--- src/skgs_pkg.sv ---
// Shared types and constants of the signature kernel grid solver.
package skgs_pkg;

  // Field widths of the item and result channels, the accumulator and the rounded quotient.
  localparam int unsigned DinW  = 32;
  localparam int unsigned KvalW = 64;
  localparam int unsigned AccW  = 128;
  localparam int unsigned QW    = 96;

  // Configuration port widths.
  localparam int unsigned RowsW     = 16;
  localparam int unsigned ColsW     = 11;
  localparam int unsigned CfgDataW  = 16;
  localparam int unsigned CfgIndexW = 1;

  // Default line depth.
  localparam int unsigned MaxColsDefault = 1024;

  // Register indexes of the configuration port.
  localparam logic [CfgIndexW-1:0] CfgGridRows = 1'b0;
  localparam logic [CfgIndexW-1:0] CfgGridCols = 1'b1;

  // Fixed-point constants in Q32.32.
  localparam logic [KvalW-1:0] OneQ32  = 64'h0000_0001_0000_0000;
  localparam logic [KvalW-1:0] KvalMax = 64'h7FFF_FFFF_FFFF_FFFF;
  localparam logic [KvalW-1:0] KvalMin = 64'h8000_0000_0000_0000;

  // Rounding constants for the final shift by 32 (half, and half plus one).
  localparam logic [AccW-1:0] RoundHalf    = 128'h8000_0000;
  localparam logic [AccW-1:0] RoundHalfInc = 128'h8000_0001;

  // Bias added to the square before division by twelve (round to nearest).
  localparam logic [KvalW-1:0] DivBias = 64'd6;

  // Sequencer step counts.
  localparam int unsigned StepW       = 4;
  localparam logic [StepW-1:0] DivLast = 4'd8;   // load, then eight byte steps
  localparam logic [StepW-1:0] MacIssues = 4'd12; // three products of four parts

  // Command group from the controller to the datapath.
  typedef struct packed {
    logic             load;       // take the input item, read the line
    logic             square;     // multiplier forms d*d
    logic             div_load;   // load the divider with the quarter of d*d + 6
    logic             div_step;   // one byte of the divide by twelve
    logic             coef;       // form coefficients and operand magnitudes
    logic             mac_issue;  // issue one partial product
    logic [StepW-1:0] mac_step;   // which partial product
    logic             round;      // rounding add on the accumulator
    logic             finish;     // saturate, write back, load the result
    logic             row_first;  // current cell lies in the first row
    logic             end_row;    // current cell closes its row
    logic             grid_last;  // current cell closes the grid
  } skgs_cmd_t;

endpackage

--- src/skgs_ctrl.sv ---
// Sequencer, grid counters and configuration registers of the solver.
module skgs_ctrl #(
  parameter int unsigned MAX_COLS = skgs_pkg::MaxColsDefault,
  parameter int unsigned AddrW    = $clog2(MAX_COLS + 1)
) (
  input  logic                           clk_i,
  input  logic                           rst_ni,
  // Configuration writes
  input  logic                           cfg_we_i,
  input  logic [skgs_pkg::CfgIndexW-1:0] cfg_index_i,
  input  logic [skgs_pkg::CfgDataW-1:0]  cfg_wdata_i,
  // Input handshake
  input  logic                           in_valid_i,
  output logic                           in_ready_o,
  // Datapath link
  input  logic                           out_stall_i,
  output skgs_pkg::skgs_cmd_t            cmd_o,
  output logic [AddrW-1:0]               line_addr_o
);

  localparam int unsigned ColW = $clog2(MAX_COLS);
  localparam int unsigned ExtW = (AddrW > skgs_pkg::ColsW) ? AddrW : skgs_pkg::ColsW;
  localparam logic [ExtW-1:0] MaxColsExt = ExtW'(MAX_COLS);

  typedef enum logic [6:0] {
    S_IDLE   = 7'b0000001,
    S_SQUARE = 7'b0000010,
    S_DIVIDE = 7'b0000100,
    S_COEF   = 7'b0001000,
    S_MAC    = 7'b0010000,
    S_ROUND  = 7'b0100000,
    S_FINISH = 7'b1000000
  } skgs_state_e;

  skgs_state_e                     state_q, state_d;
  logic [skgs_pkg::StepW-1:0]      step_q, step_d;
  logic [ColW-1:0]                 col_q, col_d;
  logic [skgs_pkg::RowsW-1:0]      row_q, row_d;
  logic [skgs_pkg::RowsW-1:0]      grid_rows_q;
  logic [skgs_pkg::ColsW-1:0]      grid_cols_q;

  logic [skgs_pkg::RowsW-1:0]      rows_eff;
  logic [ExtW-1:0]                 cols_ext, cols_eff, col_next;
  logic [skgs_pkg::RowsW:0]        row_next;
  logic                            end_row, end_grid, fire;

  // Configuration registers; a write goes to the register its index names.
  always_ff @(posedge clk_i or negedge rst_ni) begin
    if (!rst_ni) begin
      grid_rows_q <= skgs_pkg::RowsW'(1);
      grid_cols_q <= skgs_pkg::ColsW'(1);
    end else if (cfg_we_i) begin
      unique case (cfg_index_i)
        skgs_pkg::CfgGridRows: grid_rows_q <= cfg_wdata_i[skgs_pkg::RowsW-1:0];
        skgs_pkg::CfgGridCols: grid_cols_q <= cfg_wdata_i[skgs_pkg::ColsW-1:0];
        default: ;
      endcase
    end
  end

  // Effective grid size: zero counts as one, columns are capped at the line depth.
  always_comb begin
    rows_eff = (grid_rows_q == '0) ? skgs_pkg::RowsW'(1) : grid_rows_q;
    cols_ext = ExtW'(grid_cols_q);
    if (cols_ext == '0) begin
      cols_eff = ExtW'(1);
    end else if (cols_ext > MaxColsExt) begin
      cols_eff = MaxColsExt;
    end else begin
      cols_eff = cols_ext;
    end
  end

  // Position of the current cell within the grid.
  assign col_next = ExtW'(col_q) + ExtW'(1);
  assign row_next = {1'b0, row_q} + (skgs_pkg::RowsW + 1)'(1);
  assign end_row  = (col_next >= cols_eff);
  assign end_grid = end_row && (row_next >= {1'b0, rows_eff});

  assign line_addr_o = col_next[AddrW-1:0];
  assign in_ready_o  = (state_q == S_IDLE);
  assign fire        = (state_q == S_FINISH) && !out_stall_i;

  // Sequencer: one item at a time through square, divide, multiply-accumulate
  // and the final rounding.
  always_comb begin
    state_d = state_q;
    step_d  = step_q;
    cmd_o   = '0;
    cmd_o.row_first = (row_q == '0);
    cmd_o.end_row   = end_row;
    cmd_o.grid_last = end_grid;
    cmd_o.mac_step  = step_q;
    unique case (state_q)
      S_IDLE: begin
        if (in_valid_i) begin
          cmd_o.load = 1'b1;
          state_d    = S_SQUARE;
        end
      end
      S_SQUARE: begin
        cmd_o.square = 1'b1;
        step_d       = '0;
        state_d      = S_DIVIDE;
      end
      S_DIVIDE: begin
        cmd_o.div_load = (step_q == '0);
        cmd_o.div_step = (step_q != '0);
        if (step_q == skgs_pkg::DivLast) begin
          state_d = S_COEF;
        end else begin
          step_d = step_q + skgs_pkg::StepW'(1);
        end
      end
      S_COEF: begin
        cmd_o.coef = 1'b1;
        step_d     = '0;
        state_d    = S_MAC;
      end
      S_MAC: begin
        // The last step only drains the product register into the accumulator.
        cmd_o.mac_issue = (step_q < skgs_pkg::MacIssues);
        if (step_q == skgs_pkg::MacIssues) begin
          state_d = S_ROUND;
        end else begin
          step_d = step_q + skgs_pkg::StepW'(1);
        end
      end
      S_ROUND: begin
        cmd_o.round = 1'b1;
        state_d     = S_FINISH;
      end
      S_FINISH: begin
        if (fire) begin
          cmd_o.finish = 1'b1;
          state_d      = S_IDLE;
        end
      end
      default: state_d = S_IDLE;
    endcase
  end

  // Grid counters advance when a result is handed over.
  always_comb begin
    col_d = col_q;
    row_d = row_q;
    if (fire) begin
      if (end_row) begin
        col_d = '0;
        row_d = end_grid ? '0 : row_next[skgs_pkg::RowsW-1:0];
      end else begin
        col_d = col_next[ColW-1:0];
      end
    end
  end

  always_ff @(posedge clk_i or negedge rst_ni) begin
    if (!rst_ni) begin
      state_q <= S_IDLE;
      step_q  <= '0;
      col_q   <= '0;
      row_q   <= '0;
    end else begin
      state_q <= state_d;
      step_q  <= step_d;
      col_q   <= col_d;
      row_q   <= row_d;
    end
  end

endmodule

--- config.mk ---
export PLATFORM = sky130hd
export DESIGN_NAME = skgs_ctrl
export DESIGN_NICKNAME = d
export VERILOG_FILES = /design/src/skgs_pkg.sv /design/src/skgs_ctrl.sv
export SDC_FILE = /design/constraint.sdc
export NUM_CORES = 1
export LEC_CHECK = 0
export BUFFER_PORTS_ARGS = -buffer_cell sky130_fd_sc_hd__buf_4
export CAP_MARGIN = 20
export CELL_PAD_IN_SITES_DETAIL_PLACEMENT = 1
export CELL_PAD_IN_SITES_GLOBAL_PLACEMENT = 1
export CORE_UTILIZATION = 30
export DETAILED_ROUTE_END_ITERATION = 16
export PLACE_DENSITY_LB_ADDON = 0.1
export REMOVE_ABC_BUFFERS = 1
export SKIP_CTS_REPAIR_TIMING = 1
export SYNTH_ARGS = -nofsm -noshare
export SYNTH_HDL_FRONTEND = slang
export SYNTH_SLANG_ARGS = --single-unit
--- constraint.sdc ---
create_clock -name clk_i -period 3.6 [get_ports clk_i]
set_input_delay 0.9 -clock clk_i [delete_from_list [all_inputs] [get_ports clk_i]]
set_output_delay 0.9 -clock clk_i [all_outputs]
set_load 0.05 [all_outputs]
Yosys cells after proc, flatten, opt, wreduce, memory -nomap -nowiden --
Index checks and enable logic that the tools add are counted.
Operators by class: muxes and demuxes 22, $lt $le $gt $ge 4, add/sub/neg operators 3, bitwise gates (word level) 1, reductions and logical operators 15, equality and inequality tests 15
Operator list (number):
- $pmux 7 s7 | 1
- $logic_not 16->1 | 2
- $mux 16 | 2
- $mux 7 | 4
- $mux 11 | 2
- $add 16x1->17 const B | 1
- $ge 17x16->1 | 1
- $ne 2x2->1 const B | 6
- $pmux 4 s3 | 1
- $add 10x1->11 const B | 1
- $ge 11x11->1 | 1
- $gt 11x11->1 const B | 1
- $logic_not 11->1 | 1
- $mux 10 | 1
- $eq 4x4->1 const B | 2
- $mux 1 | 8
- $mux 4 | 2
- $eq 7x1->1 const B | 1
- $eq 7x2->1 const B | 1
- $eq 7x3->1 const B | 1
- $eq 7x4->1 const B | 1
- $eq 7x5->1 const B | 1
- $eq 7x6->1 const B | 1
- $eq 7x7->1 const B | 1
- other kinds (13) | 16
Word-level totals: output and inout bits 27, word-level logic and storage cells 66, bits in registers 64, input bits 22

Depth between registers and ports, before layout --
Gate-level depths: netlist of run 1.
depth after elaboration 6, gate-level depth with buffers 15, mapped depth without buffers 13

Worst setup path after synthesis of run 1 --
Ideal clock, no wire load.
kind register to output, start point register col_q[0], end point output port cmd_o[0] (netlist name), path slack -0.661 ns, stages on the path, launching flop included 12, path buffers 2, data required time 2.700 ns, arrival time 3.361 ns, cell sequence dfrtp_1 -> ha_1 -> nand3_1 -> nor2_1 -> xor2_1 -> ha_1 -> o2111ai_1 -> or3_1 -> clkbuf_1 -> nand2_1 -> and2_1 -> buf_4
Between the ends: longest elaborated chain between the ends 3
Ends and longest elaborated chain:
- from (decl) | line skgs_ctrl.sv:37 | logic [ColW-1:0] col_q, col_d;
- from (signal assigned) | line skgs_ctrl.sv:166 | col_q <= col_d;
- $add 10x1->11 | line skgs_ctrl.sv:75 | assign col_next = ExtW'(col_q) + ExtW'(1);
- net line_addr_o[8] | line skgs_ctrl.sv:18 | output logic [AddrW-1:0] line_addr_o
- $ge 11x11->1 | line skgs_ctrl.sv:77 | assign end_row = (col_next >= cols_eff);
- net end_row | line skgs_ctrl.sv:45 | logic end_row, end_grid, fire;
- $logic_and 1x1->1 | line skgs_ctrl.sv:78 | assign end_grid = end_row && (row_next >= {1'b0, rows_eff});
- to (decl) | line skgs_ctrl.sv:17 | output skgs_pkg::skgs_cmd_t cmd_o,
The timed path passes the listed nets, and every way through them passes these cells.

==> results of run 1 <==
[report_power, final]
| part | internal, mW | switching, mW | leakage [nW] |
|---|---|---|---|
| logic | 0.313 | 0.480 | 1.60 |
| registers | 0.806 | 0.0786 | 0.813 |
| clock network | 0.699 | 0.351 | 0.169 |
[layout make-up]
type	count	share of cell area, %
clock buffers	10	4.33
clock inverters	6	2.08
inverters	30	2.04
multi-input cells	338	43.7
flip-flops and latches	64	29.1
well taps	176	3.99
repair buffers	107	14.8
[layer usage]
| metal | vias up | wire length, um |
|---|---|---|
| li1 | 1818 | - |
| met1 | 1780 | 6210 |
| met2 | 49 | 5680 |
| met3 | 8 | 295 |
| met4 | 0 | 114 |
| met5 | - | 0 |
[state kept, by name (all words and copies together), names as in the netlist]
name	count
cols_ext	11
col_q	10
step_q	4
row_q	16
grid_rows_q	16
state_q	7
[cell families (layout without fill, tap and decap cells)]
logic type	Yosys count	after routing	share of synthesized area, %
buf+inv	49	153	5.09
fa+ha+maj	32	32	9.87
xor+xnor	20	20	4.32
simple gates	178	178	22.1
compound gates	95	95	15.5
mux	13	13	3.58
flops	64	64	39.6
[per-stage QoR]
step	area, um^2	total power, mW	cells	setup TNS (ps)	utilization, %
after floorplan	3960	1.38	432	-2670	-
after global placement	4910	1.63	704	-206	37.2
after detailed placement	4910	1.65	704	-296	37.2
after CTS	5260	2.72	720	-973	39.9
after global routing	5520	2.89	731	-580	41.9
final	5520	2.73	731	-369	41.9
[worst paths after layout]
| check | from | to | slack, ps | cells past startpoint |
|---|---|---|---|---|
| worst max-delay path | row_q[1] | cmd_o[0] | -370 | 12 |
| worst min-delay path | cols_ext[4] | cols_ext[4] | 540 | 1 |
| worst max register to register | row_q[1] | row_q[12] | 340 | 12 |
| worst min register to register | cols_ext[4] | cols_ext[4] | 540 | 1 |
| max in group asynchronous | rst_ni | col_q[0] | 2320 | 1 |
| min in group asynchronous | rst_ni | cols_ext[1] | 690 | 1 |
[cell usage after synthesis (3+ instances only)]
library cell               instances
sky130_fd_sc_hd__xnor2_1          14
sky130_fd_sc_hd__o21ai_0          35
sky130_fd_sc_hd__nand2_1          62
sky130_fd_sc_hd__o21bai_1          3
sky130_fd_sc_hd__buf_2             3
sky130_fd_sc_hd__nor3_1           10
sky130_fd_sc_hd__xor2_1            6
sky130_fd_sc_hd__inv_1            28
sky130_fd_sc_hd__or2_2             3
sky130_fd_sc_hd__o21a_1            3
sky130_fd_sc_hd__or3_1             7
sky130_fd_sc_hd__a32oi_1           4
sky130_fd_sc_hd__nand2b_1          7
sky130_fd_sc_hd__nand4_1           9
sky130_fd_sc_hd__a31oi_1           3
sky130_fd_sc_hd__a21oi_1          12
sky130_fd_sc_hd__dfstp_2           3
sky130_fd_sc_hd__and2_1            5
sky130_fd_sc_hd__o22ai_1           3
sky130_fd_sc_hd__ha_1             32
sky130_fd_sc_hd__and3_1           10
sky130_fd_sc_hd__buf_4             3
sky130_fd_sc_hd__nor2_1           23
sky130_fd_sc_hd__nor4_1            8
sky130_fd_sc_hd__nand3_1          19
sky130_fd_sc_hd__mux2_2           12
sky130_fd_sc_hd__dfrtp_1          61
sky130_fd_sc_hd__o31ai_1           8
sky130_fd_sc_hd__clkbuf_1         12
sky130_fd_sc_hd__a21o_1            3
==> results.toml, run 1 <==
[run_status]
run_status = "finished with violations"
failing_checks = "negative setup slack"

[global_routing]
grt_pass1_vias = 3863
maximum_number_of_pins_on_one_net_before_global_route_repair = 65
groute.layer.met1.usage_pct = 26.4
number_of_antenna_violations_at_the_first_check_in_global_routing = 0
top_usage_layer = "met2"
gr-total-overflow = 0
groute.usage.overall_pct = 18.8
first_pass_grt_wire_length_um = 20500
use_met2_pct = 29.2
groute.layer.met3.usage_pct = 2.99

[setup_path]
endpoint_kind = "output port"
crit_path_max_fanout = 2
critical_path.startpoint_type = "flop"
crit_top_cell = "sky130_fd_sc_hd__nor2_1"
worstPathBufferInverterCount = 2
cpPeakStageDelay_ps = 430
critPathTopFamily = "simple AND/OR/NAND/NOR gates"
required_ps = 2700
critical_path_top_delay_cell = "sky130_fd_sc_hd__o41ai_2"
cp_cell_sequence = "ha_2 -> nand4_1 -> buf_4 -> nor2_1 -> xor2_1 -> ha_1 -> a211oi_1 -> nor2_1 -> o41ai_2 -> nand3_2 -> and2_4 -> buf_8"
crit_arrival_ps = 3070
worst-setup-path-type = "flop to output port"

[synth]
netlist_instances = 451
synth-edff-count = 0
number_of_register_bits_inferred_by_synthesis = 64
asyncSetResetFlopFracSynth_pct = 100
avgSynthCellArea_um2 = 8.99
synth_warnings = 0
synth.area.top_cells = "sky130_fd_sc_hd__dfrtp_1, sky130_fd_sc_hd__ha_1, sky130_fd_sc_hd__nand2_1, sky130_fd_sc_hd__o21ai_0, sky130_fd_sc_hd__mux2_2"
synthFlopType = "sky130_fd_sc_hd__dfrtp_1"
synth_largest_area_cell = "sky130_fd_sc_hd__dfrtp_1"
ys_types = 59
synth.cell_area_um2 = 4060
seq_area_frac_synth_pct = 39.6
yosys.area.top_type_share_pct = 37.6

[drt]
routed_via_density = 5.00
post_detailed_route_count_of_antenna_violating_nets = 0
drc_errors = 0
wire_length_per_cell_after_detailed_routing_um = 16.8
vias = 3655
detail_route.iter0.violations = 175
drt-pass1-iter-count = 4
drt-total-wl_um = 12300

[power]
power.density_cell_area_nw_per_um2 = 494
irDropWorstVdd_mv = 0.287
total_leakage_power_nw = 2.58

[final_layout]
antenna-diode-count = 0
multi_input_area_um2 = 2410
drive_gt1_share_pct = 32.4
ff_latch_area_um2 = 1610
area.growth.synth_to_final_pct = 36.2
number_of_filler_instances_in_the_final_layout = 1524
leading_cell_type_in_the_layout_fill_and_taps_excluded = "sky130_fd_sc_hd__buf_4"
final_net_count = 604
most_frequent_cells_in_the_layout = "sky130_fd_sc_hd__buf_4, sky130_fd_sc_hd__nand2_1, sky130_fd_sc_hd__dfrtp_1, sky130_fd_sc_hd__o21ai_0, sky130_fd_sc_hd__ha_1"

[place]
pre_cts_ws_ps = -296
port_buffers = 48
place.detailed.hpwl_um = 9250
globalplace.congestion = 0.806

[clock_network]
worst_skew_pair.late_latency_ps = 340
clk_pin_slew_worst_paths_ps = 60
clock_root_buffer_master = "sky130_fd_sc_hd__clkbuf_16"
tritoncts.num_buffers = 9
clock_sinks = 64
clock_tree.htree_level_count = 3
max-clock-path-buffers = 2
cts_tree = "yes"

[die]
core-area_um2 = 13200
rows = 42
fp.dieH_um = 118
initial_core_util_pct = 30.8
ios = 49
floorplan.die.width_um = 118
die-area_um2 = 14000

[timing]
period_share_pct = 110
finalClockSkew_ps = 8.82
layout_min_cycle_time_ps = 3970
finalWorstSetupSlack_ps = -369
final_hold_viol_count = 0
maxSlewHeadroom_pct = 41.7
setup_viol = 1
holdWs_ps = 537
slew_viol_final = 0
achievable-frequency_mhz = 252
least_margin_pin_slew_ps = 874
rsz0062_at_grt = "yes"

[hold_path]
worst_hold_path_type = "flop to flop"

[flow_run]
maxCapViolCount = 0
(Power assumes the default switching activity.)
==> run 2: changes to the inputs <==
Settings changed: CORE_ASPECT_RATIO set to 0.75, CORE_MARGIN set to 5.
==> run 2 against run 1 <==
The flow still finishes with violations (negative setup slack). Sequential power is 0.5% lower. Clock skew down 2.7 ps. Count of clock-buffer cells in the layout is 3 higher. Global-route usage down 2.1 points. Via count decreased by 0.49%. Highest routed layer unchanged. Final cell count fell by 1.1%. Combinational power is 2% lower. Setup slack worse by 55 ps.
==> results.toml, run 2 (synthesis results as in run 1) <==
[clock_network]
worst_skew_pair.late_latency_ps = 340
clk_pin_slew_worst_paths_ps = 50
clock_root_buffer_master = "sky130_fd_sc_hd__clkbuf_16"
clock_tree.htree_level_count = 3
max-clock-path-buffers = 2
tritoncts.num_buffers = 9
clock_sinks = 64
cts_tree = "yes"

[setup_path]
worstSetupEndpoint = "cmd_o[0]"
endpoint_kind = "output port"
critical_path.startpoint_type = "flop"
crit_arrival_ps = 3120
ff2ff_path_depth = 12
worst_r2r_endpoint = "row_q[12]"
cpPeakStageDelay_ps = 480
required_ps = 2700
startpoint = "row_q[1]"
cp_cell_sequence = "ha_2 -> nand4_1 -> buf_4 -> nor2_1 -> xor2_1 -> ha_1 -> a211oi_1 -> nor2_1 -> o41ai_2 -> nand3_4 -> and2_4 -> buf_8"
crit_path_max_fanout = 2
crit_top_cell = "sky130_fd_sc_hd__nor2_1"
worst-setup-path-type = "flop to output port"
critical_path_top_delay_cell = "sky130_fd_sc_hd__o41ai_2"
worstReg2RegStart = "row_q[1]"
reg2reg_slack_ps = 310

[global_routing]
grt_pass1_vias = 3955
groute.usage.overall_pct = 16.6
maximum_number_of_pins_on_one_net_before_global_route_repair = 65
gr-total-overflow = 0
number_of_antenna_violations_at_the_first_check_in_global_routing = 0
first_pass_grt_wire_length_um = 20900

[place]
port_buffers = 48
globalplace.congestion = 0.786
place.detailed.hpwl_um = 9720
pre_cts_ws_ps = -305

[flow_run]
maxCapViolCount = 0

[power]
share_seq_of_total_power_pct = 34.7
power.total_mw = 2.54
irDropWorstVdd_mv = 0.322
total_leakage_power_nw = 2.52
power_report.internal_total_mw = 1.66
switching_power_uw = 875
switching_share_pct = 34.5
pwr-share-comb_pct = 30.6
power.density_cell_area_nw_per_um2 = 473
pwr-share-clk_pct = 34.7

[drt]
drt-pass1-iter-count = 5
drt-total-wl_um = 12600
vias = 3637
drc_errors = 0
routed_via_density = 5.03
post_detailed_route_count_of_antenna_violating_nets = 0
wire_length_per_cell_after_detailed_routing_um = 17.5
detail_route.iter0.violations = 185

[hold_path]
worst_hold_path_type = "flop to flop"

[timing]
setup_viol = 2
achievable-frequency_mhz = 249
maxSlewHeadroom_pct = 39.7
rsz0062_at_grt = "yes"
period_share_pct = 112
finalClockSkew_ps = 6.15
holdWs_ps = 543
finalWorstSetupSlack_ps = -424
layout_min_cycle_time_ps = 4020
final_hold_viol_count = 0
slew_viol_final = 0
least_margin_pin_slew_ps = 904

[final_layout]
leading_cell_type_in_the_layout_fill_and_taps_excluded = "sky130_fd_sc_hd__buf_4"
most_frequent_cells_in_the_layout = "sky130_fd_sc_hd__buf_4, sky130_fd_sc_hd__nand2_1, sky130_fd_sc_hd__dfrtp_1, sky130_fd_sc_hd__o21ai_0, sky130_fd_sc_hd__ha_1"
number_of_filler_instances_in_the_final_layout = 1539
area.growth.synth_to_final_pct = 32.3
antenna-diode-count = 0
drive_gt1_share_pct = 29.2
final_net_count = 601

[run_status]
failing_checks = "negative setup slack"
run_status = "finished with violations"

[die]
ios = 49
core-area_um2 = 13100
die-area_um2 = 16000
initial_core_util_pct = 30.9
fp.dieH_um = 111
rows = 36
floorplan.die.width_um = 144
==> run 2: cell count changes in the layout (fill, tap and decap cells not counted), sizes merged <==
| cell | delta |
|---|---|
| bufinv | -2 |
| inv | -1 |
| clkbuf | +3 |
| buf | -3 |
==> run 2: how the worst min path moves through the flow <==
stage | from | end | slack [ps] | cells past startpoint
finish | cols_ext[5] | cols_ext[5] | 540 | 1
detailed placement | cols_ext[5] | cols_ext[5] | 530 | 1
CTS | cols_ext[5] | cols_ext[5] | 540 | 1
global placement | col_q[4] | col_q[4] | 530 | 2
floorplan | col_q[4] | col_q[4] | 480 | 2
global route | cols_ext[3] | cols_ext[3] | 570 | 1
==> run 2: power groups by stage <==
stage | registers [mW] | clock network, mW | logic, mW
finish | 0.880 | 0.881 | 0.777
global route | 0.895 | 0.948 | 0.860
CTS | 0.879 | 0.917 | 0.767
floorplan | 0.908 | 0 | 0.477
global placement | 0.887 | 0 | 0.745
detailed placement | 0.891 | 0 | 0.762
==> run 2: layout make-up <==
type | count | area, um^2 | area share, %
clock buffers | 13 | 250 | 4.66
clock inverters | 3 | 42.5 | 0.793
inverters | 30 | 113 | 2.10
multi-input cells | 338 | 2350 | 43.8
flip-flops and latches | 64 | 1610 | 29.9
well taps | 171 | 214 | 3.99
repair buffers | 104 | 788 | 14.7
==> run 2: per-stage QoR <==
step	utilization, %	cell area [um^2]	setup TNS (ps)	instances
final	40.9	5370	-615	723
after global routing	40.9	5370	-1000	723
after CTS	39.9	5230	-1100	720
after detailed placement	37.7	4940	-350	704
after global placement	37.7	4940	-228	704
after floorplan	-	3960	-2670	432
==> run 2: metal layers <==
layer,up-vias,GRT usage [%],part of all wire [%]
met3,12,3.71,3.6
li1,1799,-,-
met5,-,0,0
met4,0,4.72,1.5
met1,1767,24.8,53
met2,59,23.9,42
==> run 2: worst max-delay path, delay by kind of cell, from the launching register on <==
family,cells,cell delay (ps)
compound gates,2,740
simple gates,5,660
fa+ha+maj,2,460
flops,1,360
buf+inv,2,320
xor+xnor,1,230
